[src/rtl/svsl_queue.sv]
// Two-entry queue that decouples the front end from the search engine.
`timescale 1ns / 1ps
module svsl_queue #(
  parameter int WIDTH = 48
) (
  input  logic             clk_i,
  input  logic             rst_ni,
  input  logic             push_valid_i,
  output logic             push_ready_o,
  input  logic [WIDTH-1:0] push_data_i,
  output logic             pop_valid_o,
  input  logic             pop_ready_i,
  output logic [WIDTH-1:0] pop_data_o
);

  logic [WIDTH-1:0] slot_q [2];
  logic             wptr_q, rptr_q;
  logic [1:0]       cnt_q;
  logic             push, pop;

  assign push_ready_o = (cnt_q != 2'd2);
  assign pop_valid_o  = (cnt_q != 2'd0);
  assign pop_data_o   = slot_q[rptr_q];
  assign push         = push_valid_i && push_ready_o;
  assign pop          = pop_valid_o && pop_ready_i;

  always_ff @(posedge clk_i) begin
    if (push) begin
      slot_q[wptr_q] <= push_data_i;
    end
  end

  always_ff @(posedge clk_i or negedge rst_ni) begin
    if (!rst_ni) begin
      wptr_q <= 1'b0;
      rptr_q <= 1'b0;
      cnt_q  <= 2'd0;
    end else begin
      if (push) begin
        wptr_q <= ~wptr_q;
      end
      if (pop) begin
        rptr_q <= ~rptr_q;
      end
      if (push && !pop) begin
        cnt_q <= cnt_q + 2'd1;
      end else if (pop && !push) begin
        cnt_q <= cnt_q - 2'd1;
      end
    end
  end

endmodule

[config.mk]
export PLATFORM = sky130hd
export DESIGN_NAME = svsl_queue
export DESIGN_NICKNAME = d
export VERILOG_FILES = /design/src/rtl/svsl_queue.sv
export SDC_FILE = /design/constraint.sdc
export NUM_CORES = 1
export LEC_CHECK = 0
export BUFFER_PORTS_ARGS = -buffer_cell sky130_fd_sc_hd__buf_4
export CAP_MARGIN = 20
export CELL_PAD_IN_SITES_DETAIL_PLACEMENT = 1
export CELL_PAD_IN_SITES_GLOBAL_PLACEMENT = 1
export CORE_UTILIZATION = 43
export DETAILED_ROUTE_END_ITERATION = 10
export GPL_ROUTABILITY_DRIVEN = 1
export MAX_ROUTING_LAYER = met4
export PLACE_DENSITY = 0.86
export SLEW_MARGIN = 40
export SYNTH_ARGS = -nofsm -noshare
export SYNTH_HDL_FRONTEND = slang
export SYNTH_SLANG_ARGS = --single-unit
export TNS_END_PERCENT = 10
[constraint.sdc]
create_clock -name clk_i -period 4 [get_ports clk_i]
set_clock_uncertainty 0.2 [all_clocks]
set_input_delay 0.6 -clock clk_i [delete_from_list [all_inputs] [get_ports clk_i]]
set_output_delay 0.6 -clock clk_i [all_outputs]
set_load 0.02 [all_outputs]
# [After elaboration in Yosys (flattened, before gate mapping)]
# Memory sizes are Yosys's and may differ from the RTL's.
# Cells that the tools add are included.
[totals] regBits=4 mem_bits_rw=96 inputBits=52 out_inout_bits=50 word_cells=21 mem_count=1
[memory_table] memory="slot_q" words=2 width=48 read_ports=1 rd_ports_with_merged_regs=0 write_ports=1 line="16" rtl="logic [WIDTH-1:0] slot_q [2];"
[classes] addsub=2 eq_ne=1 mux=4 bitwise_logic=2 reduce_logical=8
[ops] operator="1-bit logical AND" count=4
[ops] operator="2-bit 2-to-1 mux" count=2
[ops] operator="2-bit nonzero test" count=2
[ops] operator="2-bit by 1-bit adder with 2-bit output, second input constant" count=1
[ops] operator="1-bit logical NOT" count=2
[ops] operator="1-bit 2-to-1 mux" count=2
[ops] operator="2-bit inequality test, second input constant" count=1
[ops] operator="1-bit inverter" count=2
[ops] operator="2-bit by 1-bit subtractor with 2-bit output, second input constant" count=1

# [Logic depth before layout (Yosys ltp)]
# Gate-level depths: netlist of run 1.
[logic_depth] ltp_word=6 mapped_depth=7 ltp_nobuf=7

# [Least setup slack after synthesis of run 1]
# OpenSTA, ideal clock, no wires.
[synth_path] path_kind="reg-to-reg" startpoint="register cnt_q[0]" endpoint="memory slot_q[0][0] (enable)" setup_time_ns=0.454 t_arrival_ns=2.815 required_ns=3.346 slack_ns=0.532 path_stages_with_launch=4 path_buffers=0 synth_period_minus_slack_ns=3.468 cell_sequence="dfrtp_1 > nand2b_1 > nand2_1 > nor2_1"
[synth_via] elab_chain_cells=4
[synth_lines] item="start: declaration" line="18" rtl="logic [1:0] cnt_q;"
[synth_lines] item="start signal: assignment" line="46" rtl="cnt_q <= cnt_q + 2'd1;"
[synth_lines] item="start signal: assignment" line="48" rtl="cnt_q <= cnt_q - 2'd1;"
[synth_lines] item="2-bit inequality test" line="21" rtl="assign push_ready_o = (cnt_q != 2'd2);"
[synth_lines] item="via push_ready_o" line="9" rtl="output logic push_ready_o,"
[synth_lines] item="1-bit logical AND" line="24" rtl="assign push = push_valid_i && push_ready_o;"
[synth_lines] item="1-bit 2-to-1 mux" line="28" rtl="if (push) begin"
[synth_lines] item="1-bit 2-to-1 mux (implied by the code)" line="29" rtl="slot_q[wptr_q] <= push_data_i;"
[synth_lines] item="end: declaration" line="16"
# The timed path passes the listed nets, and every way through them passes these cells.

# [Worst setup path after layout of run 1]
[layout_path] startpoint="register rptr_q" endpoint="output pop_data_o[15]"
[layout_via] elab_chain_cells=1
[layout_lines] item="start: declaration" line="17" rtl="logic wptr_q, rptr_q;"
[layout_lines] item="start signal: assignment" line="43" rtl="rptr_q <= ~rptr_q;"
[layout_lines] item="memory 2 x 48 bit"
[layout_lines] item="end: declaration" line="13" rtl="output logic [WIDTH-1:0] pop_data_o"
# Every way passes these cells.

==> results.cfg, run 1 <==
[run_status]
outcome = complete, no violations

[sta]
slew_headroom_pct = 53.3
finalCriticalPeriod_ns = 2.94
rsz0062_at_grt = false
worst_pin_slew_ns = 0.698
finalHoldViolCount = 0
setup_viol = 0
tns_ns = 0
whs_ns = 0.227
period_share_pct = 73.5
timing.fmax_mhz = 340
setup_slack_ns = 1.06
drv_slew = 0

[place]
hpwlAfterDp_um = 4420
place_congestion = 0.675
dp_cells = 370
dpl_worst_slack_ns = 1.38
port_buffers = 101

[logic_synthesis]
synthSimpleGateAreaFrac_pct = 0.912
synth_ff_type = edfxtp_1
syn_inst = 167
synth_top_family_by_area = multiplexers
synth_top_cell_area_share_pct = 77.8
synth.area.top_cells = edfxtp_1, mux2_2, mux2_4, dfrtp_1, xnor2_1
synth_compound_area_share_pct = 0
yosysUniqueCellTypes = 16
synth_nets = 220
syn_area_um2 = 3700
synth_adder_area_share_pct = 0.338
synth_edf_count = 96
yosysMostFrequentCell = edfxtp_1
synth.avg_cell_area_um2 = 22.2
ys.warnings.count = 0
synthTopCellsByCount = edfxtp_1, mux2_2, mux2_4, dfrtp_1
synth_seq_cells = 100
synth_area_leader_cell = edfxtp_1
ys_seq_area_share_pct = 80.5
synthMuxAreaShare_pct = 15.6
postSynth.asyncResetShare_pct = 4.00
synth_xor_area_share_pct = 1.18

[cells_and_area]
antennaDiodeCount = 0
fin_nets = 330
area_delta_synth_final_pct = 28.9
fin_cells = 386
drive_gt1_share_pct = 60.1

[floorplan]
fp.coreArea_um2 = 8260
die_w_um = 94.8
die_area_um2 = 8990
rows = 33
io_pins = 102
die_h_um = 94.8
initial_core_util_pct = 44.8

[clocking]
clockRootBuffer = clkbuf_8
cts_tree = yes
clkTransAtPathRegs_ns = 0.10
htree_levels = 3
cts_buffers = 9
clk_latency_ns = 0.34
clk_path_buf_depth = 2
clock-sinks = 100

[critical_path]
cp-end-kind = output port
worstSetupPathType = register to output port
startpoint_type = register
cp.required_ns = 3.20
cp_max_fo = 26
arrival_ns = 2.14

[power]
power.leakage_nw = 1.81
ir_drop_mv = 0.437
power.density_nw_per_um2 = 723

[grt]
use_met3_pct = 3.38
grt_use_met2_pct = 28.3
grt_max_degree = 49
overflow = 0
antenna_found_initial = 0
grt_util_met1_pct = 16.8
grt_use_total_pct = 15.8
grt_pass1_wl_um = 9850
grt_busiest_layer = met2
grt_pass1_vias = 2046

[routing]
firstDrtPassIters = 4
antenna_left = 0
wl_um = 6500
drt_iter0_markers = 80
wl_per_cell_um = 16.8
num_vias = 1852
viasPerCell = 4.80
drc = 0

[job]
cap_viol_max_count = 0

[worst_hold_path]
hp-class = input port to register
==> power breakdown <==
group          switching, W  internal [W]  total [W]  leakage [nW]
logic              0.000673      0.000615    0.00129         0.780
clock network      0.000324      0.000289   0.000614        0.0890
registers          0.000116       0.00143    0.00155         0.937
total               0.00111       0.00234    0.00345          1.81
==> state kept, by name, summed over array words and instances, names as in the netlist <==
name	cells
cnt_q	2
wptr_q	1
rptr_q	1
slot_q	96
==> area by class of cell <==
| type | count | area (um2) |
|---|---|---|
| fill | 785 | 3480 |
| sequential | 100 | 2980 |
| timing repair buffer | 104 | 783 |
| multi-input combinational | 61 | 681 |
| tap | 105 | 131 |
| clock buffer | 10 | 128 |
| clock inverter | 5 | 62.6 |
| inverter | 1 | 3.75 |
==> logic make-up (layout without fill, tap and decap cells) <==
kind of cell	count (synthesis)	count (layout)
xor+xnor	5	5
fa+ha+maj	1	1
buf+inv	6	120
flops	100	100
mux	48	48
simple gates	7	7
==> final timing paths <==
check                                      from                      end  slack, ns  depth (start not counted)
max reg2reg                cnt_q[0]$_DFFE_PN0P_  slot_q[0][17]$_DFFE_PP_       1.66                          4
min reg2reg                cnt_q[1]$_DFFE_PN0P_     cnt_q[1]$_DFFE_PN0P_       0.30                          1
max                          rptr_q$_DFFE_PN0P_           pop_data_o[15]       1.06                          3
max in group asynchronous                rst_ni       rptr_q$_DFFE_PN0P_       3.09                          2
min                             push_data_i[30]  slot_q[1][30]$_DFFE_PP_       0.23                          1
min in group asynchronous                rst_ni       wptr_q$_DFFE_PN0P_       0.39                          2
==> stage by stage <==
| stage | instance area (um2) | util (%) | power (W) |
|---|---|---|---|
| 2_1_floorplan | 3700 | - | 0.00240 |
| 3_3_place_gp | 4570 | 55.3 | 0.00284 |
| 3_5_place_dp | 4570 | 55.4 | 0.00289 |
| 4_1_cts | 4770 | 57.8 | 0.00350 |
| 5_1_grt | 4770 | 57.8 | 0.00361 |
| 6_report | 4770 | 57.8 | 0.00345 |
==> routing by layer <==
layer | vias up | routed length, um
met5 | - | 0
met4 | 0 | 91
met3 | 9 | 332
met2 | 63 | 3660
met1 | 912 | 2410
li1 | 868 | -
==> layout by cell type, fill, tap and decap left out, drive strengths merged, types with 2 or more instances in the layout <==
master	n
edfxtp	96
nand2	2
xnor2	3
nor2	2
buf	103
clkinvlp	2
xor2	2
mux2	48
inv	2
dfrtp	4
clkbuf	10
==> worst max-delay path: stages, from the launching register on <==
cell	delay, ns
dfrtp_2	0.76
buf_4	0.46
mux2_2	0.39
buf_4	0.16
==> timing repair <==
item | CTS | global route
hold buffers | 1 | 0
buffers inserted | 0 | 0
resized for setup | 0 | 0
hold endpoints to repair | 4 | 0
Note: power is estimated with default switching activity, not from simulation.
==> run 2, diff against run 1 <==
CORE_UTILIZATION = 39   (was 43)
PLACE_DENSITY = 0.82   (was 0.86)
clock period = 2.6 ns   (was 4 ns; I/O delays follow)
==> results.cfg, run 2 (same netlist as run 1, synthesis figures left out) <==
[clocking]
ctsResizeCount = 0
htree_levels = 3
clkTransAtPathRegs_ns = 0.09
holdBufCountCts = 6
cts_setup_buffers = 0
clock-sinks = 100
cts_buffers = 9
clk_latency_ns = 0.34
clockRootBuffer = clkbuf_8
cts_tree = yes
clk_path_buf_depth = 2

[floorplan]
die_h_um = 99.5
io_pins = 102
die_w_um = 99.5
fp.coreArea_um2 = 9240
rows = 35
die_area_um2 = 9890
initial_core_util_pct = 40.1

[critical_path]
worstSetupPathType = register to output port
startpoint_type = register
cp_max_fo = 44
cp-end-kind = output port
arrival_ns = 1.69
cp.required_ns = 2.01

[routing]
firstDrtPassIters = 4
drt_iter0_markers = 40
wl_um = 7230
wl_per_cell_um = 16.7
drc = 0
antenna_left = 0
viasPerCell = 4.53
num_vias = 1957

[cells_and_area]
layout_commonest_cell = buf_4
top_regs = slot_q: 96 flops, cnt_q: 2 flops
multi_input_area_um2 = 677
top_register = slot_q
seq_area_um2 = 2980
area_delta_synth_final_pct = 36.5
drive_gt1_share_pct = 56.4
fin_nets = 351
antennaDiodeCount = 0
finish.instance_area_um2 = 5060
mostFrequentLayoutCells = buf_4, edfxtp_1, mux2_2
fill_cells = 878
largest_reg_flops = 96

[sta]
finalCriticalPeriod_ns = 2.28
tns_ns = 0
finalHoldViolCount = 0
slew_headroom_pct = 76.5
rsz0062_at_grt = false
setup_viol = 0
timing.fmax_mhz = 439
period_share_pct = 87.6
worst_pin_slew_ns = 0.353
drv_slew = 0

[grt]
antenna_found_initial = 0
grt_use_total_pct = 15.5
overflow = 0
grt_pass1_wl_um = 10900
grt_max_degree = 49
grt_pass1_vias = 2126

[place]
place_congestion = 0.687
port_buffers = 101
hpwlAfterDp_um = 4480
place_area_um2 = 4640

[job]
cap_viol_max_count = 0

[run_status]
outcome = complete, no violations

[power]
power.density_nw_per_um2 = 1090
ir_drop_mv = 0.477
power.leakage_nw = 1.92
total_power_w = 0.00551

[worst_hold_path]
hp-class = input port to register
==> run 2: cell types whose count changed in the layout (fill, tap and decap cells not counted) <==
cell           change
and3_4             -1
clkinvlp_4         -1
bufinv_16          +1
clkinv_4           +1
inv_6              -1
buf_12             +2
clkinv_1           +1
and3_2             +1
dlygate4sd3_1     +19
==> run 2: area by class of cell <==
type / count / share of cell area (%)
flip-flops and latches: 100 / 59.0
well taps: 129 / 3.19
clock buffers: 10 / 2.52
repair buffers: 125 / 20.0
inverters: 1 / 0.0742
clock inverters: 6 / 1.76
multi-input cells: 61 / 13.4
==> run 2: metal layers <==
| layer | up-vias | track usage [%] | wire length (um) |
|---|---|---|---|
| li1 | 912 | - | - |
| met1 | 972 | 17.7 | 2850 |
| met2 | 62 | 27.1 | 3970 |
| met3 | 11 | 3.23 | 303 |
| met4 | 0 | 5.43 | 107 |
| met5 | - | - | 0 |
==> run 2: critical path, cell delays in order, from the launching register on <==
cell     delay [ns]
dfrtp_2        0.48
buf_12         0.30
mux2_2         0.39
buf_4          0.16
==> run 2: through the flow <==
stage / utilization (%) / worst slack (ns) / hold slack, ns / instances
after CTS: 53.2 / 0.277 / 0.000205 / 418
after global placement: 50.2 / 0.688 / -0.00247 / 396
after floorplan: - / 0.102 / -0.106 / 167
after detailed placement: 50.2 / 0.668 / 0.0000518 / 396
final: 54.7 / 0.324 / 0.0214 / 432
after global routing: 54.7 / 0.229 / 0.0000701 / 432
==> run 2: path summary, 6_finish.rpt <==
path	from	endpoint	slack (ns)	depth (start not counted)
setup / recovery	rptr_q$_DFFE_PN0P_	pop_data_o[17]	0.32	3
hold / removal	push_data_i[9]	slot_q[0][9]$_DFFE_PP_	0.02	1
setup reg to reg	cnt_q[0]$_DFFE_PN0P_	cnt_q[1]$_DFFE_PN0P_	0.79	7
hold reg to reg	cnt_q[1]$_DFFE_PN0P_	cnt_q[1]$_DFFE_PN0P_	0.31	1
max in group asynchronous	rst_ni	rptr_q$_DFFE_PN0P_	1.90	2
min in group asynchronous	rst_ni	cnt_q[1]$_DFFE_PN0P_	0.18	2
==> run 2: report_power, final <==
part / switching (W) / total (W) / internal [W]
combinational: 0.00112 / 0.00213 / 0.00101
clock: 0.000509 / 0.00105 / 0.000543
sequential: 0.000128 / 0.00233 / 0.00220
