`src/rtl/svsl_pkg.sv`:
```
// Shared types, constants and helper functions of the sparse vector subset lookup unit.
`timescale 1ns / 1ps
package svsl_pkg;

  // Width of the vector_length register and of a tri-state value.
  localparam int LEN_W = 21;
  localparam int VAL_W = 2;

  // Tri-state value codes.
  localparam logic [VAL_W-1:0] VAL_FALSE   = 2'd0;
  localparam logic [VAL_W-1:0] VAL_TRUE    = 2'd1;
  localparam logic [VAL_W-1:0] VAL_MISSING = 2'd2;
  localparam logic [VAL_W-1:0] VAL_UNUSED  = 2'd3;

  // Item function codes.
  localparam logic FUNC_LOAD  = 1'b0;
  localparam logic FUNC_QUERY = 1'b1;

  // Configuration register indexes.
  localparam int CFG_IDX_W = 1;
  localparam logic [CFG_IDX_W-1:0] REG_VECTOR_LENGTH = 1'b0;
  localparam logic [CFG_IDX_W-1:0] REG_DEFAULT_VALUE = 1'b1;

  // Classification of one item, passed from the front end to the back end.
  typedef struct packed {
    logic is_load;        // table load rather than a query
    logic restart;        // begins a new load or a new query run
    logic force_missing;  // query answered as missing without a search
  } cls_t;

  localparam int CLS_W = $bits(cls_t);

  // The unused code 3 reads as missing.
  function automatic logic [VAL_W-1:0] norm_value(input logic [VAL_W-1:0] v);
    norm_value = (v == VAL_UNUSED) ? VAL_MISSING : v;
  endfunction

endpackage

```
`src/rtl/svsl_if.sv`:
```
// Channel interfaces: input items, result items and configuration writes.
`timescale 1ns / 1ps
interface svsl_in_if #(parameter int POSITION_BITS = 21);
  logic                     valid;
  logic                     ready;
  logic                     func;
  logic                     begin_req;
  logic [POSITION_BITS-1:0] entry_position;
  logic [1:0]               entry_value;
  logic [POSITION_BITS-1:0] query_index;
  logic                     query_missing;

  modport source (output valid, func, begin_req, entry_position, entry_value, query_index,
                  query_missing, input ready);
  modport sink (input valid, func, begin_req, entry_position, entry_value, query_index,
                query_missing, output ready);
endinterface


```
`src/rtl/svsl_front.sv`:
```
// Front end: accepts items, classifies them and numbers the queries of a run.
`timescale 1ns / 1ps
module svsl_front #(
  parameter int POSITION_BITS = 21
) (
  input  logic                           clk_i,
  input  logic                           rst_ni,
  svsl_in_if.sink                        in_i,
  input  logic [svsl_pkg::LEN_W-1:0]     vector_length_i,
  output logic                           push_valid_o,
  input  logic                           push_ready_i,
  output svsl_pkg::cls_t                 cls_o,
  output logic [POSITION_BITS-1:0]       key_o,
  output logic [svsl_pkg::VAL_W-1:0]     value_o,
  output logic [POSITION_BITS-1:0]       ordinal_o
);

  localparam int CMP_W = (POSITION_BITS > svsl_pkg::LEN_W) ? POSITION_BITS : svsl_pkg::LEN_W;
  localparam logic [POSITION_BITS-1:0] CNT_MAX = {POSITION_BITS{1'b1}};

  logic [POSITION_BITS-1:0] ord_q, ord_d;
  logic [POSITION_BITS-1:0] ord_base;
  logic                     accept;
  logic                     out_of_range;

  assign in_i.ready   = push_ready_i;
  assign push_valid_o = in_i.valid;
  assign accept       = in_i.valid && push_ready_i;

  assign out_of_range = (in_i.query_index == '0) ||
                        (CMP_W'(in_i.query_index) > CMP_W'(vector_length_i));

  assign cls_o.is_load       = (in_i.func == svsl_pkg::FUNC_LOAD);
  assign cls_o.restart       = in_i.begin_req;
  assign cls_o.force_missing = in_i.query_missing || out_of_range;

  assign key_o   = cls_o.is_load ? in_i.entry_position : in_i.query_index;
  assign value_o = svsl_pkg::norm_value(in_i.entry_value);

  // The ordinal of a query counts from one in its run and saturates.
  assign ord_base  = in_i.begin_req ? '0 : ord_q;
  assign ord_d     = (ord_base == CNT_MAX) ? ord_base : ord_base + POSITION_BITS'(1);
  assign ordinal_o = ord_d;

  always_ff @(posedge clk_i or negedge rst_ni) begin
    if (!rst_ni) begin
      ord_q <= '0;
    end else if (accept && !cls_o.is_load) begin
      ord_q <= ord_d;
    end
  end

endmodule

```
`src/flat_wrapper.sv`:
```
// flat-port wrapper written by rule: the top's interface ports become plain ports
module svsl_front_flat 
#(
  parameter int POSITION_BITS = 21
)
  (clk_i, rst_ni, vector_length_i, push_valid_o, push_ready_i, cls_o, key_o, value_o, ordinal_o, in_i_valid, in_i_func, in_i_begin_req, in_i_entry_position, in_i_entry_value, in_i_query_index, in_i_query_missing, in_i_ready);
  svsl_in_if #(.POSITION_BITS(POSITION_BITS)) in_i_i ();
  input  logic clk_i;
  input  logic rst_ni;
  input  logic [svsl_pkg::LEN_W-1:0] vector_length_i;
  output logic push_valid_o;
  input  logic push_ready_i;
  output svsl_pkg::cls_t cls_o;
  output logic [POSITION_BITS-1:0] key_o;
  output logic [svsl_pkg::VAL_W-1:0] value_o;
  output logic [POSITION_BITS-1:0] ordinal_o;
  input wire logic [$bits(in_i_i.valid)-1:0] in_i_valid;
  input wire logic [$bits(in_i_i.func)-1:0] in_i_func;
  input wire logic [$bits(in_i_i.begin_req)-1:0] in_i_begin_req;
  input wire logic [$bits(in_i_i.entry_position)-1:0] in_i_entry_position;
  input wire logic [$bits(in_i_i.entry_value)-1:0] in_i_entry_value;
  input wire logic [$bits(in_i_i.query_index)-1:0] in_i_query_index;
  input wire logic [$bits(in_i_i.query_missing)-1:0] in_i_query_missing;
  output wire logic [$bits(in_i_i.ready)-1:0] in_i_ready;
  assign in_i_i.valid = in_i_valid;
  assign in_i_i.func = in_i_func;
  assign in_i_i.begin_req = in_i_begin_req;
  assign in_i_i.entry_position = in_i_entry_position;
  assign in_i_i.entry_value = in_i_entry_value;
  assign in_i_i.query_index = in_i_query_index;
  assign in_i_i.query_missing = in_i_query_missing;
  assign in_i_ready = in_i_i.ready;
  svsl_front #(.POSITION_BITS(POSITION_BITS)) u_core (.clk_i(clk_i), .rst_ni(rst_ni), .in_i(in_i_i), .vector_length_i(vector_length_i), .push_valid_o(push_valid_o), .push_ready_i(push_ready_i), .cls_o(cls_o), .key_o(key_o), .value_o(value_o), .ordinal_o(ordinal_o));
endmodule
```
`config.mk`:
```
export PLATFORM = sky130hd
export DESIGN_NAME = svsl_front_flat
export DESIGN_NICKNAME = d
export VERILOG_FILES = /design/src/rtl/svsl_pkg.sv /design/src/rtl/svsl_if.sv /design/src/rtl/svsl_front.sv /design/src/flat_wrapper.sv
export SDC_FILE = /design/constraint.sdc
export NUM_CORES = 1
export LEC_CHECK = 0
export BUFFER_PORTS_ARGS = -buffer_cell sky130_fd_sc_hd__buf_2
export CAP_MARGIN = 20
export CELL_PAD_IN_SITES_DETAIL_PLACEMENT = 1
export CELL_PAD_IN_SITES_GLOBAL_PLACEMENT = 2
export CORE_UTILIZATION = 25
export CTS_BUF_LIST = sky130_fd_sc_hd__clkbuf_8
export DETAILED_ROUTE_END_ITERATION = 7
export GPL_TIMING_DRIVEN = 0
export PLACE_DENSITY = 0.83
export SYNTH_ARGS = -nofsm -noshare
export SYNTH_HDL_FRONTEND = slang
export SYNTH_SLANG_ARGS = --single-unit
export TNS_END_PERCENT = 20
```
`constraint.sdc`:
```
create_clock -name clk_i -period 4.31 [get_ports clk_i]
set_input_delay 0.6465 -clock clk_i [delete_from_list [all_inputs] [get_ports clk_i]]
set_output_delay 0.6465 -clock clk_i [all_outputs]
set_load 0.02 [all_outputs]
```
---- Yosys cells after proc, flatten, opt, wreduce, memory -nomap -nowiden ----
Index checks and enable logic that the tools add are counted.
storage, ports and cells
  register bits ........................... 21
  input port bits ......................... 72
  logic and storage cells ................. 15
operators by class
  $add $sub $neg .......................... 1
  magnitude comparators ................... 1
  eq/ne operators ......................... 2
  muxes and demuxes ....................... 4
  bitwise logic cells ..................... 1
  reduce and logical (&&, ||, !) cells .... 5
operators by type and width
  operator                 count
  $mux W21                 3
  $add A21 B1 Y21 const B  1
  $eq A21 B21 Y1 const B   1
  $gt A21 B21 Y1           1
  $logic_not A21 Y1        1
  $eq A2 B2 Y1 const B     1
  $logic_and A1 B1 Y1      2
  $logic_or A1 B1 Y1       2
  $mux W2                  1
  $not A1 Y1               1

---- Longest topological paths before layout ----
Gate-level depths: netlist of the first run.
  word-level depth ........................ 3
  gate-level depth with buffers ........... 11
  depth with buffers taken out ............ 9

---- Worst setup path before layout of the first run ----
OpenSTA, ideal clock, no wires.
  path type ............................... input to output
  start point ............................. in in_i_begin_req
  end point ............................... out ordinal_o[15]
  arrival time ............................ 2,954 ps
  data required time ...................... 3,664 ps
  path slack .............................. 709 ps
  cell stages on the path ................. 10
  buffers on the path ..................... 3
  path through ............................ buf_6 clkbuf_1 nor2b_1 ha_1 and3_1 and4_4 buf_6 a311o_4 or3_1 a21oi_1
between the ends
  cells in the longest elaborated chain, start to end .. 3
RTL lines
  element                                            line                source
  start: declaration                                 flat_wrapper.sv:19  input wire logic [$bits(in_i_i.begin_req)-1:0] in_i_begin_req;
  $mux W21 (*)                                       svsl_front.sv:41    assign ord_base = in_i.begin_req ? '0 : ord_q;
  $add A21 B1 Y21 or $eq A21 B21 Y1 (tied branches)  svsl_front.sv:42    assign ord_d = (ord_base == CNT_MAX) ? ord_base : ord_base + POSITION_BITS'(1);
  $mux W21 (*)                                       svsl_front.sv:42
  end: declaration                                   flat_wrapper.sv:16  output logic [POSITION_BITS-1:0] ordinal_o;
Every way passes the cells marked *; elsewhere a longest branch is shown, timed or not.

---- Worst setup path after layout of the first run ----
  start point ............................. in in_i_begin_req
  end point ............................... out ordinal_o[19]
The elaborated chain is that of the path after synthesis.

==> results of run 1 <==
worst paths after layout:
path                                  from                to  slack (ns)  cells past startpoint
max                         in_i_begin_req     ordinal_o[19]        0.36                     13
min in group clk_i         u_core.ord_q[1]   u_core.ord_q[1]        0.56                      1
min                                 rst_ni  u_core.ord_q[12]        0.35                      1
max in group asynchronous           rst_ni  u_core.ord_q[20]        3.60                      1
max reg2reg                u_core.ord_q[0]  u_core.ord_q[17]        1.80                      8
min reg2reg                u_core.ord_q[1]   u_core.ord_q[1]        0.56                      1
report_power, final:
part | internal, W | switching, W
sequential | 0.000217 | 0.0000239
combinational | 0.000136 | 0.000191
clock | 0.0000639 | 0.0000757
total | 0.000417 | 0.000291
per-layer routing:
metal,part of all wire,routed length [um]
met5,0,0
met4,0.0049,44
met3,0.051,463
met2,0.51,4563
met1,0.44,3943
cells by family (layout without fill, tap and decap cells):
logic type	Yosys count	count (layout)	share of synthesized area
simple gates	135	135	0.2987
compound gates	58	58	0.1576
flops	21	21	0.2037
xor+xnor	12	12	0.04074
mux	25	25	0.1077
fa+ha+maj	22	22	0.1067
buf+inv	47	169	0.08487
layout make-up:
class	instances	share of cell area
multi-input cells	252	0.5425
well taps	133	0.04919
plain buffers	18	0.03217
flip-flops and latches	21	0.1553
inverters	28	0.03143
clock inverters	1	0.001109
repair buffers	119	0.1760
clock buffers	3	0.01220
worst max-delay path, stage by stage:
cell and delay, ns:
sky130_fd_sc_hd__buf_2 0.14, sky130_fd_sc_hd__buf_6 0.21, sky130_fd_sc_hd__clkinv_2 0.18, sky130_fd_sc_hd__nand2_1 0.14, sky130_fd_sc_hd__inv_1 0.09, sky130_fd_sc_hd__ha_1 0.23
sky130_fd_sc_hd__and3_1 0.25, sky130_fd_sc_hd__and4_4 0.17, sky130_fd_sc_hd__buf_6 0.13, sky130_fd_sc_hd__a311o_4 0.42, sky130_fd_sc_hd__or3_1 0.36, sky130_fd_sc_hd__a21oi_1 0.16
sky130_fd_sc_hd__buf_2 0.19
metrics by stage:
stage	cell area (um2)	hold WS (ns)
global placement	3342	0.5241
detailed placement	3342	0.5412
finish	3383	0.3502
floorplan	2580	0.3509
global route	3383	0.3807
CTS	3387	0.3686
cell usage after synthesis (2+ instances only):
| cell type | number | area share |
|---|---|---|
| sky130_fd_sc_hd__o21ai_0 | 11 | 0.021 |
| sky130_fd_sc_hd__clkbuf_1 | 11 | 0.016 |
| sky130_fd_sc_hd__a21boi_0 | 2 | 0.0058 |
| sky130_fd_sc_hd__nor4_2 | 2 | 0.0097 |
| sky130_fd_sc_hd__dfrtp_1 | 21 | 0.20 |
| sky130_fd_sc_hd__inv_1 | 27 | 0.039 |
| sky130_fd_sc_hd__nor2_1 | 18 | 0.026 |
| sky130_fd_sc_hd__or4_1 | 3 | 0.0087 |
| sky130_fd_sc_hd__a21o_1 | 3 | 0.0087 |
| sky130_fd_sc_hd__nand3_1 | 13 | 0.025 |
| sky130_fd_sc_hd__a21oi_1 | 16 | 0.031 |
| sky130_fd_sc_hd__nand4_1 | 8 | 0.019 |
| sky130_fd_sc_hd__o311ai_0 | 3 | 0.010 |
| sky130_fd_sc_hd__nand2_1 | 35 | 0.051 |
| sky130_fd_sc_hd__xnor2_1 | 11 | 0.037 |
| sky130_fd_sc_hd__buf_6 | 4 | 0.017 |
| sky130_fd_sc_hd__buf_4 | 3 | 0.0087 |
| sky130_fd_sc_hd__nor3_1 | 10 | 0.019 |
| sky130_fd_sc_hd__nor4_1 | 7 | 0.017 |
| sky130_fd_sc_hd__mux2_2 | 22 | 0.096 |
| sky130_fd_sc_hd__and4_1 | 5 | 0.017 |
| sky130_fd_sc_hd__nor2b_1 | 8 | 0.019 |
| sky130_fd_sc_hd__or3_1 | 8 | 0.019 |
| sky130_fd_sc_hd__nand4_2 | 2 | 0.0097 |
| sky130_fd_sc_hd__ha_1 | 22 | 0.11 |
| sky130_fd_sc_hd__a221o_1 | 5 | 0.019 |
| sky130_fd_sc_hd__and3_1 | 5 | 0.012 |
| sky130_fd_sc_hd__o211ai_1 | 6 | 0.017 |
| sky130_fd_sc_hd__and4b_1 | 2 | 0.0078 |
| sky130_fd_sc_hd__mux2i_1 | 3 | 0.012 |
==> run summary, run 1 <==
At the end of routability-driven placement, the weighted congestion stood at 0.8059. The net count of the finished layout is 537. The net count after synthesis came out at 414. For the number of rows in the core area, the log shows 36. The global-route usage over all layers was 0.1714.

After clock tree synthesis, the repair step resized 0 gates. The number of antenna diodes in the final layout is 0. The tools report the level count of the clock H-tree as 1. The logs give 572 for the number of cells in the design after placement and 0 for the count of pins over their slew limit.

The tools report the top-level port count as 121. The tools report the critical path startpoint category as a primary input. Entering global routing, the biggest net connects 22 pins. The logs give 2 for the maximum buffer depth of the clock tree and 0.2117 for the fraction of met1 tracks used by global routing. The first global-routing pass estimated 14.92 mm of wire. In the synthesized netlist the dominant register cell turns out to be sky130_fd_sc_hd__dfrtp_1. Input and output buffers added on the ports amount to 119.

Leaving out fill and tap cells, the most frequent cells in the layout are sky130_fd_sc_hd__buf_2 (119), sky130_fd_sc_hd__nand2_1 (35), sky130_fd_sc_hd__inv_1 (28), sky130_fd_sc_hd__mux2_2 (22), sky130_fd_sc_hd__ha_1 (22). For the number of hold violations in the final report, the log shows 0. TritonCTS built the clock tree. Max-cap check violation count: 0. From left edge to right edge, the die measures 103.6 um. For the setup slack at placement, the log shows 0.1279 ns. The logs give 7.522 mm for the half-perimeter wire length after detailed placement and 4 for the first-pass iteration count of the detailed router. For the worst voltage drop across the vdd grid, the log shows 0.1093 mV. Between clock sinks in the finished design, the worst skew comes to 0.003465 ns. The register with the most flip-flops in the layout has 21 of them. Slew at the pin closest to its max-slew limit: 0.5673 ns. Counting the fill cells in the layout gives 1,283. Yosys printed 0 warnings.

The mean instance size in the synthesized netlist was 8.062 um2. Summing all multi-input logic gate instances after layout gives 1836 um2. The tools report the initial antenna violation count as 0. The clock-pin slew on the worst setup and hold paths works out to 0.09 ns. The core region area came out at 9910 um2. The run finished with clean final reports.

The accumulated negative setup slack is 0 ns. The worst-case headroom to the max-slew limit is 0.6218. The tools report the met3 capacity usage during global routing as 0.01951.

Setup repair after global routing left no endpoint under its margin. Power comes to 0.0007080 W. Data on the critical path is required at its endpoint by 3.66 ns. Setup slack on the critical path of the routed design comes to 0.3591 ns. The gate count after technology mapping was 320.

Along the worst path, the maximum fanout reaches 19. In this run, synthesis inferred 0 flip-flops with an integrated enable. The detail route stage leaves a number of antenna-violating nets equal to 0. The tightest min-delay check is of the primary input to async pin type. The fraction of registers with async set/reset was 1.000. After detailed routing, the average wire length per cell comes to 15.68 um.

For this run, the number of standard cells in the final layout without fillers is 575. Clock tree synthesis found a total of 21 sinks. CTS placed an instance of sky130_fd_sc_hd__clkbuf_8 at the clock tree root. Static timing analysis puts the maximum clock frequency at 253.1 MHz. The post-detailed-route DRC marker count was 0; the arrival time at the worst endpoint was 3.30 ns. After clock tree synthesis, the setup repair step added 0 buffers. In the final layout, flip-flops and latches occupy 525.5 um2.

STA classifies the critical path endpoint as an output pin. For the register area share after synthesis, the log shows 0.2037. The library cell used most frequently in the layout, excluding fill and tap cells, is sky130_fd_sc_hd__buf_2.

The fraction of layout cells with a size suffix above 1 was 0.3688; the total clock buffers created by CTS was 3. The logs give 3,030 for the via count of the first global-routing pass and 0 for the number of buffers added to fix hold violations after cts. Detailed routing inserted a total of 2,917 vias. The fraction of met2 tracks used by global routing came out at 0.3207. Register name with the most flops: u_core.ord_q. Synthesis instantiated 54 different standard cells from the library. For this block, the initial DRC count from the detailed router was 105. The core occupancy in the finished layout is 0.3414. The shortest period the worst path allows is 3.951 ns, and the via-per-instance ratio is 5.073.

The wire length reported by the detailed router was 9.014 mm. The floorplan step defined a die boundary enclosing 10,730 um2. Setup violations remaining at the end of the flow were counted as 0. The most utilized layer in the global route result is met2. The layout overhead on the synthesized area was 31.13%; the total congestion overflow was 0.

The fraction of the cycle the final worst path needs works out to 0.9167. Synthesis inferred 21 register bits. The critical path is of the primary input to output pin type.

For this design the static power due to leakage is 1.668 nW. The die is 103.6 um tall. The initial core utilization came out at 0.2604. Power spread over the standard cell area amounts to 209.3 nW/um2. For the worst-skew pair, the clock arrives at the later sink with an insertion delay of 0.27 ns. The summed instance area of the synthesized netlist is 2580 um2. The largest registers in the layout are u_core.ord_q (21).
Note: power is estimated with default switching activity, not from simulation.
==> run 2, diff against run 1 <==
ABC_AREA = 1   (was not set)
PLACE_DENSITY = 0.9   (was 0.83)
==> run summary, run 2 <==
Most frequent cells in the layout: sky130_fd_sc_hd__nand2_1 (158), sky130_fd_sc_hd__buf_2 (120), sky130_fd_sc_hd__inv_1 (72), sky130_fd_sc_hd__nor2_1 (38), sky130_fd_sc_hd__nand3_1 (31) (was sky130_fd_sc_hd__buf_2 (119), sky130_fd_sc_hd__nand2_1 (35), sky130_fd_sc_hd__inv_1 (28), sky130_fd_sc_hd__mux2_2 (22), sky130_fd_sc_hd__ha_1 (22)). The library cell occupying the most area in the post-synthesis netlist is sky130_fd_sc_hd__nand2_1 (was sky130_fd_sc_hd__dfrtp_1). The run gives 0 (unchanged) as the number of buffers added to fix hold violations after cts. The number of nets still failing antenna checks after routing was 0 (unchanged); the shortest period the worst path allows was 3.570 ns (was 3.951 ns). The first-pass iteration count of the detailed router was 4 (unchanged).

The tools report the footprint of the flip-flops and latches as 525.5 um2 (unchanged). Wire length reported by the detailed router: 9.531 mm (was 9.014 mm). The maximum cell stage delay along the critical path is 0.30 ns (was 0.42 ns).

The tools report the post-detailed-route DRC marker count as 0 (unchanged). The logs give 0.8387 (was 0.8059) for the final weighted congestion in routability-driven placement and 664 (was 537) for the layout net count. The tools report the power share of the sequential group as 0.376 (was 0.340). The logs give 0.5886 (was 0.6218) for the worst-case headroom to the max-slew limit and 8.147 mm (was 7.522 mm) for the half-perimeter wire length after detailed placement.

Top cells by instance count after synthesis: sky130_fd_sc_hd__nand2_1 (158), sky130_fd_sc_hd__inv_1 (71), sky130_fd_sc_hd__nor2_1 (38) (was sky130_fd_sc_hd__nand2_1 (35), sky130_fd_sc_hd__inv_1 (27), sky130_fd_sc_hd__ha_1 (22), sky130_fd_sc_hd__mux2_2 (22), sky130_fd_sc_hd__dfrtp_1 (21)). The count of pins over their slew limit is 0 (unchanged). The clock insertion delay at the later pin of the skew report is 0.26 ns (was 0.27 ns), and the number of distinct library cells after synthesis is 28 (was 54). The run gives 3,238 (was 2,917) as the total number of vias. The tools report the max-cap check violation count as 0 (unchanged).

The slowest library cell on the worst path was sky130_fd_sc_hd__ha_1 (was sky130_fd_sc_hd__a311o_4). The flip-flop count of the largest register, all copies and words added came out at 21 (unchanged). The tools report the worst flop-to-flop path endpoint as u_core.ord_q[0] (was u_core.ord_q[17]). For the global-route wire length before repair, the log shows 16.07 mm (was 14.92 mm). The part of the power in combinational logic is 0.387 (was 0.463), and the required time reported for the critical path endpoint is 3.66 ns (about the same).

The most common cell after layout, fill and taps aside is sky130_fd_sc_hd__nand2_1 (was sky130_fd_sc_hd__buf_2). The run gives 0.0005735 W (was 0.0007080 W) as the post-layout total power. Global-route usage over all layers: 0.1779 (was 0.1714). The launch point of the worst path is in_i_begin_req (unchanged). The number of logic stages on the critical path including buffering is 13 (unchanged). The level count of the clock H-tree came out at 1 (unchanged). TritonCTS built the clock tree.

The total congestion overflow was 0 (unchanged). Cell breakdown of the critical path: buf_2 > clkbuf_1 > nor2_1 > ha_1 > inv_1 > nor2_1 > nand2_1 > inv_1 > nand2_1 > nor2_1 > nand2_1 > nand2_1 > buf_2 (was buf_2 > buf_6 > clkinv_2 > nand2_1 > inv_1 > ha_1 > and3_1 > and4_4 > buf_6 > a311o_4 > or3_1 > a21oi_1 > buf_2). The tools report the slack of the worst reg-to-reg path as 1.99 ns (was 1.80 ns). The leakage dissipation was 2.076 nW (was 1.668 nW). The number of setup violations in the final report is 0 (unchanged).

For the number of hold violations in the final report, the log shows 0 (unchanged). The tools report the summed instance area of the synthesized netlist as 2649 um2 (was 2580 um2). The family of cells with the greatest summed delay on the critical path is simple AND/OR/NAND/NOR gates (was buffers and inverters). Synth area leaders: sky130_fd_sc_hd__nand2_1 (22%), sky130_fd_sc_hd__dfrtp_1 (20%), sky130_fd_sc_hd__ha_1 (10%), sky130_fd_sc_hd__inv_1 (10%), sky130_fd_sc_hd__nand3_2 (7.9%) (was sky130_fd_sc_hd__dfrtp_1 (20%), sky130_fd_sc_hd__ha_1 (11%), sky130_fd_sc_hd__mux2_2 (9.6%), sky130_fd_sc_hd__nand2_1 (5.1%), sky130_fd_sc_hd__inv_1 (3.9%)). The slew at the pin closest to its max-slew limit was 0.6171 ns (was 0.5673 ns); the area share of fa/ha/maj cells after synthesis was 0.1039 (was 0.1067). Regs by FF count: u_core.ord_q (21) (unchanged). The worst voltage drop across the vdd grid was 0.09939 mV (was 0.1093 mV); the count of cells along the worst register-to-register path was 13 (was 8). The mux cell area share after synthesis was 0 (was 0.1077). Fraction of layout cells with a size suffix above 1: 0.2847 (was 0.3688). For the accumulated negative setup slack, the log shows 0 ns (unchanged). The highest fanout seen on the critical path works out to 10 (was 19). The simple-gate portion of the synthesized area is 0.4776 (was 0.2987), and the number of rows in the core area is 37 (was 36).

Master cell of the clock root buffer: sky130_fd_sc_hd__clkbuf_8 (unchanged). Warning count from the yosys run: 0 (unchanged). The number of enable flip-flop cells after synthesis is 0 (unchanged), and the power density over the cells is 165.8 nW/um2 (was 209.3 nW/um2). The number of diodes was 0 (unchanged).

The combinational family with the most area after synthesis is simple AND/OR/NAND/NOR gates (unchanged). The post-synthesis share of cell area spent on xor and xnor gates works out to 0 (was 0.04074). The most instantiated library cell after synthesis was sky130_fd_sc_hd__nand2_1 (unchanged). The tools report the number of filler cells placed in the layout as 1,433 (was 1,283). For the area enclosed by the die boundary, the log shows 11,010 um2 (was 10,730 um2).

The flow ran to the end, and the final reports show no timing, DRC or antenna violations. The fraction of registers with async set/reset was 1.000 (unchanged). The cell occurring most often along the worst timing path is sky130_fd_sc_hd__nand2_1.

The net count after synthesis came out at 540 (was 414). Mean instance size in the synthesized netlist: 5.939 um2 (was 8.062 um2). The vertical die dimension was 104.9 um (was 103.6 um). The number of synthesized register bits came out at 21 (unchanged). Number of buffer and inverter stages on the critical path: 5 (was 6).

Register name with the most flops: u_core.ord_q (unchanged). Endpoint of the most critical setup path: ordinal_o[0] (was ordinal_o[19]). The run gives 2.92 ns (was 3.30 ns) as the arrival time at the worst endpoint.

Setup repair after global routing left no endpoint under its margin. The highest attainable clock frequency is 280.1 MHz (was 253.1 MHz). The per-cell routed wire length was 13.52 um (was 15.68 um); the fraction of the cycle the final worst path needs was 0.8283 (was 0.9167). Critical path startpoint category: a primary input (unchanged). For the maximum number of pins on one net before global-route repair, the log shows 22 (unchanged). The net switching fraction of the power was 0.3824 (was 0.4106). The logs give 0.0003542 W (was 0.0004173 W) for the internal power of the cells and 0 (unchanged) for the number of cells upsized or downsized after cts.

The prevailing post-synth register cell is sky130_fd_sc_hd__dfrtp_1 (unchanged). The width of the die came out at 104.9 um (was 103.6 um). The via-per-instance ratio was 4.593 (was 5.073).

Clock-pin slew on the worst setup and hold paths: 0.09 ns (about the same). The worst setup skew after layout is 0.003865 ns (was 0.003465 ns), and the number of buffer cells added on primary ports is 119 (unchanged). The footprint of the multi-input gates came out at 1743 um2 (was 1836 um2). Category of the worst setup path capture point: an output pin (unchanged). Layout overhead on the synthesized area: 30.61% (was 31.13%). The total clock buffers created by CTS is 3 (unchanged), and the maximum buffer depth of the clock tree is 2 (unchanged).

The setup fix buffers added after clock tree synthesis came out at 0 (unchanged). The path type of the worst setup path was primary input to output pin (unchanged). Top-level port count: 121 (unchanged).

The startpoint of the lowest-slack register-to-register path was u_core.ord_q[0] (unchanged). The clock power share is 0.236 (was 0.197). The gate count after technology mapping is 446 (was 320), and the core region area is 10,280 um2 (was 9910 um2).

The DRC marker count from the first detailed-route iteration was 75 (was 105). The initial antenna violation count was 0 (unchanged); the reported net switching power was 0.0002193 W (was 0.0002907 W). The fraction of post-synthesis cell area in the top cell type by area was 0.2239 (was 0.2037); the initial core utilization was 0.2577 (was 0.2604).

The register area share after synthesis was 0.1984 (was 0.2037). Complex-gate fraction of the synthesized area: 0.07652 (was 0.1576). The via count of the first global-routing pass is 3,442 (was 3,030). The worst hold path class is primary input to async pin (unchanged).

The tools report the number of clock sinks as 21 (unchanged).
[run 2: cell count changes after synthesis, moves of 6 or more]
cell,change
sky130_fd_sc_hd__nand2_1,+123
sky130_fd_sc_hd__inv_1,+44
sky130_fd_sc_hd__mux2_2,-22
sky130_fd_sc_hd__nand3_2,+21
sky130_fd_sc_hd__nor2_1,+20
sky130_fd_sc_hd__nand3_1,+18
sky130_fd_sc_hd__xnor2_1,-11
sky130_fd_sc_hd__nor2b_1,-8
sky130_fd_sc_hd__o21ai_0,+8
sky130_fd_sc_hd__or3_1,-8
sky130_fd_sc_hd__nor3_1,-7
sky130_fd_sc_hd__a21oi_1,-6
sky130_fd_sc_hd__nor4_1,-6
[run 2: area by class of cell]
class | instances | area share
Tap cell | 136 | 0.04919
Multi-Input combinational cell | 334 | 0.5038
Clock inverter | 1 | 0.001085
Inverter | 74 | 0.08029
Buffer | 17 | 0.02966
Timing Repair Buffer | 119 | 0.1722
Clock buffer | 3 | 0.01193
Sequential cell | 21 | 0.1519
[run 2: kinds of logic after synthesis]
kind of cell             Yosys count
buffers and inverters             91
AND/OR/NAND/NOR                  274
adder cells (fa/ha/maj)           22
flip-flops                        21
AO/OA/AOI/OAI                     38
[run 2: worst min-delay path by stage]
stage | slack, ns | endpoint | cells past startpoint
6_report | 0.35 | u_core.ord_q[6] | 1
3_5_place_dp | 0.47 | u_core.ord_q[20] | 2
5_1_grt | 0.38 | u_core.ord_q[6] | 1
2_1_floorplan | 0.35 | u_core.ord_q[0] | 0
4_1_cts | 0.37 | u_core.ord_q[6] | 1
3_3_place_gp | 0.47 | u_core.ord_q[0] | 2
[run 2: stage by stage]
step / hold slack (ns) / cell area (um2) / util / instances / setup slack [ns]
after floorplan: 0.3509 / 2649 / - / 446 / 1.543
after global placement: 0.4732 / 3415 / 0.3322 / 701 / 0.8175
after detailed placement: 0.4742 / 3415 / 0.3322 / 701 / 0.7578
after CTS: 0.3710 / 3460 / 0.3366 / 705 / 0.7488
after global routing: 0.3845 / 3460 / 0.3366 / 705 / 0.5149
final: 0.3520 / 3460 / 0.3366 / 705 / 0.7402
[run 2: metal layers]
layer / wire [um] / global-route usage / vias to the layer above
li1: - / - / 1641
met1: 4258 / 0.2164 / 1507
met2: 4750 / 0.3349 / 84
met3: 414 / 0.01871 / 6
met4: 108 / 0.03622 / 0
met5: 0 / 0 / -
[run 2: power groups by stage]
stage | combinational [W] | sequential (W) | clock [W]
after floorplan | 0.000131 | 0.000216 | 0
after global placement | 0.000218 | 0.000219 | 0
after detailed placement | 0.000225 | 0.000219 | 0
after CTS | 0.000226 | 0.000216 | 0.000138
after global routing | 0.000252 | 0.000217 | 0.000146
final | 0.000222 | 0.000216 | 0.000136
